$ cat config.mk
export PLATFORM = sky130hd
export DESIGN_NAME = ppolq_ram
export DESIGN_NICKNAME = d
export VERILOG_FILES = /design/src/ppolq_ram.sv
export SDC_FILE = /design/constraint.sdc
export NUM_CORES = 1
export LEC_CHECK = 0
export ABC_AREA = 1
export BUFFER_PORTS_ARGS = -buffer_cell sky130_fd_sc_hd__buf_2
export CAP_MARGIN = 20
export CORE_UTILIZATION = 50
export CTS_CLUSTER_DIAMETER = 200
export CTS_CLUSTER_SIZE = 20
export DETAILED_ROUTE_END_ITERATION = 10
export PLACE_DENSITY = 0.67
export RECOVER_POWER = 50
export SYNTH_ARGS = -nofsm -noshare
export SYNTH_HDL_FRONTEND = slang
export SYNTH_SLANG_ARGS = --single-unit
$ cat constraint.sdc
create_clock -name clk_i -period 2 [get_ports clk_i]
set_input_delay 0.4 -clock clk_i [delete_from_list [all_inputs] [get_ports clk_i]]
set_output_delay 0.4 -clock clk_i [all_outputs]
set_load 0.01 [all_outputs]
$ cat src/ppolq_ram.sv
module ppolq_ram #(
  parameter int unsigned WIDTH = 8,
  parameter int unsigned DEPTH = 16
) (
  input  logic                     clk_i,
  input  logic                     we_i,
  input  logic [$clog2(DEPTH)-1:0] waddr_i,
  input  logic [WIDTH-1:0]         wdata_i,
  input  logic [$clog2(DEPTH)-1:0] raddr_i,
  output logic [WIDTH-1:0]         rdata_o
);

  logic [WIDTH-1:0] mem [DEPTH];
  logic [WIDTH-1:0] rdata_q;

  always_ff @(posedge clk_i) begin
    if (we_i) begin
      mem[waddr_i] <= wdata_i;
    end
    rdata_q <= mem[raddr_i];
  end

  assign rdata_o = rdata_q;

endmodule

After elaboration in Yosys (flattened, before gate mapping) --
Memory sizes are Yosys's and may differ from the RTL's. A register that Yosys moved wholly into a read port is not among the register bits. Cells that the tools add are included.
Storage, ports and cells: word-level logic and storage cells 3, register bits 0, bits in writable memories 128, output and inout port bits 8, memories 1
Memory list:
- mem | depth 16, bits a word 8, rd ports 1, clocked after Yosys merged registers in 1, write ports 1, RTL line 13 | logic [WIDTH-1:0] mem [DEPTH];
Operators by class: muxes and demuxes 2
Operators with widths (number):
- $mux 1 | 2

Logic depth before layout (Yosys ltp) --
depth after elaboration 2, gate-level depth with buffers 8, gate-level depth less buffers 7

Least setup slack after synthesis --
Ideal clock, no wire load.
path type input -> register, start in waddr_i[2], end mem mem[10][0] (enable), stages on the path 2, setup slack 0.649 ns, data required time 1.630 ns, arrival time 0.981 ns, library setup time 0.370 ns, cells stage by stage nand3b_1 nor2_1
RTL lines:
- start, declared | RTL line 7 | input logic [$clog2(DEPTH)-1:0] waddr_i,
- end, declared | RTL line 13
Straight into the memory's write port.

Worst setup path after layout --
start in waddr_i[3], end mem mem[15][6] (enable)
Straight into the memory's write port.

==> run metrics <==
status finished, final reports clean; syn_nets 569; Yosys reg bits 136; Fillers 920; Total Nets Final 610; floorplan row count 38; CP endpoint kind register; gp weighted congestion 0.822; GRT Total Usage 0.242; CTS Buf Count 17; PostCTS Resize Cnt 0; largest net degree at the start of global routing 65; HPWL after detailed placement 7.68 mm; grt ovf 0; final setup vio count 0; Setup Total Neg Slack 0 ns; layout cell share with drive strength beyond 1 0.112; Clk Latency, worst-skew pair 0.41 ns; critical path data required time 2.04 ns; synthesized cell area 5770 sq um; DRT Pass-1 Iters 5; flop2flop setup slack 0.95 ns; r2r startpoint mem[9][1]; final worst-path cycle share 0.666; vias in the first global route 3797; worst slew pin tran 1.00 ns; CP max FO 8; number of DRC markers in iteration 0 244; # DRC 0; worst vdd ir 621 uV; # hold bufs at CTS 0; fin crit period 1.33 ns; crit path launch waddr_i[3]; worst hold stages 3; Post-CTS Setup Inserts 0; Core ar. 11000 sq um; CP Launch Type input pin; Final Hold Fails 0; Final Util 0.606; Synth warnings 0; Die W 109 microns; CTS clk-pin slew, worst paths 0.06 ns; Max-cap violations 0; Leak Pwr 2.89 nW; clk buf depth 2; CTS H-tree depth 4; placed cell area 6100 sq um; WL/cell 17.5 microns; vias per inst 5.13; # port buffers 25; Post-Syn Instances 551; hold path startpoint raddr_i[3]; Slew Viols, Final 0; DR vias 3820; Final Cell Area 6680 sq um; Min-Delay Path Class input pin to register; layout overhead on the synthesized area 15.9%; CTS tree yes; DIE HEIGHT 109 microns; initial antenna violation count 0; clock sinks 136; WHS Endpoint rdata_o[5]; f_max 751 MHz; Synth cell types 12; Relative slew margins 0.332; share of the yosys chip area belonging to registers 0.694; IO Pins 26; clk_skew 0.00547 ns; n_diodes 0; Reg-to-Reg End rdata_o[1]; initial core utilization 0.523; Crit Path Category input pin to register; Pwr Density 1010 nW/um^2; Die ar. 12000 sq um; Post-Syn Area per Cell 10.5 sq um; Root Driver clkbuf_16; RSZ-0062 raised after global routing false; worst-case reg-to-reg path depth 6; antenna-violating nets left 0; Crit path arrival time 1.38 ns; final WL 13.1 mm; first-pass GRT wire length 20.6 mm
-- per-stage QoR --
stage | total power [mW] | std cells | worst slack [ns] | hold slack, ns
after floorplan | 3.49 | 551 | 0.649 | 0.499
after global placement | 3.66 | 713 | 0.332 | 0.646
after detailed placement | 3.67 | 713 | 0.294 | 0.647
after CTS | 6.81 | 745 | 0.657 | 0.366
after global routing | 6.97 | 745 | 0.589 | 0.365
final | 6.77 | 745 | 0.669 | 0.376
-- state kept, by name, indices dropped and copies added, names as in the netlist --
signal	flops
mem	128
rdata_o	8
-- synth_stat cells --
library cell  number  share of area
nand2_1          173           0.11
edfxtp_1         128           0.67
inv_1            100          0.065
nand3_1           97          0.084
nor2_1            17          0.011
buf_2             13          0.011
dfxtp_1            8          0.028
buf_6              6          0.012
buf_4              4         0.0052
inv_2              2         0.0013
nand3b_1           2         0.0026
buf_1              1        0.00065
-- routing by layer --
metal,wire length (microns),part of all wire,GRT usage,up-vias
met1,5660,0.43,0.329,1779
met2,6170,0.47,0.384,156
met5,0,0,0,-
li1,-,-,-,1858
met3,926,0.071,0.0545,27
met4,298,0.023,0.0886,0
-- cell usage in the layout (no fill, tap or decap) --
cell        count
nand2_1       173
edfxtp_1      128
inv_1         100
nand3_1        97
nor2_1         17
clkbuf_16      17
buf_4          17
buf_2          16
clkbuf_1       10
dfxtp_1         8
clkinvlp_4      4
bufinv_16       3
inv_6           3
buf_12          3
inv_2           2
nand3b_1        2
clkinv_1        2
clkinv_4        2
clkinv_2        1
-- final cells by class --
type                    count  area, sq um  area share
clock inverters            15          176      0.0264
flip-flops and latches    136         4000       0.599
well taps                 140          175      0.0262
repair buffers             46          305      0.0457
multi-input cells         289         1210       0.182
clock buffers              17          425      0.0637
inverters                 102          383      0.0573
-- worst max-delay path, cell delays in order --
cell      delay [ns]
clkbuf_1        0.14
nand3_1         0.22
nor2_1          0.14
clkbuf_1        0.48
-- how the worst max path moves through the flow --
stage,endpoint,cells after the start
3_5_place_dp,mem[7][7],3
3_3_place_gp,mem[7][7],3
5_1_grt,mem[15][6],4
6_report,mem[15][6],4
4_1_cts,rdata_o[7],1
2_1_floorplan,mem[10][0],2
-- cells by family after synthesis --
family | after synthesis | share of synthesized area
AND/OR/NAND/NOR | 289 | 0.210
buffers and inverters | 126 | 0.0952
flip-flops | 136 | 0.694
-- where the power goes --
part | switching [mW] | internal, mW
Sequential | 0.0235 | 3.19
Combinational | 0.280 | 0.116
Clock | 1.20 | 1.96
Total | 1.51 | 5.27
(Power assumes the default switching activity.)
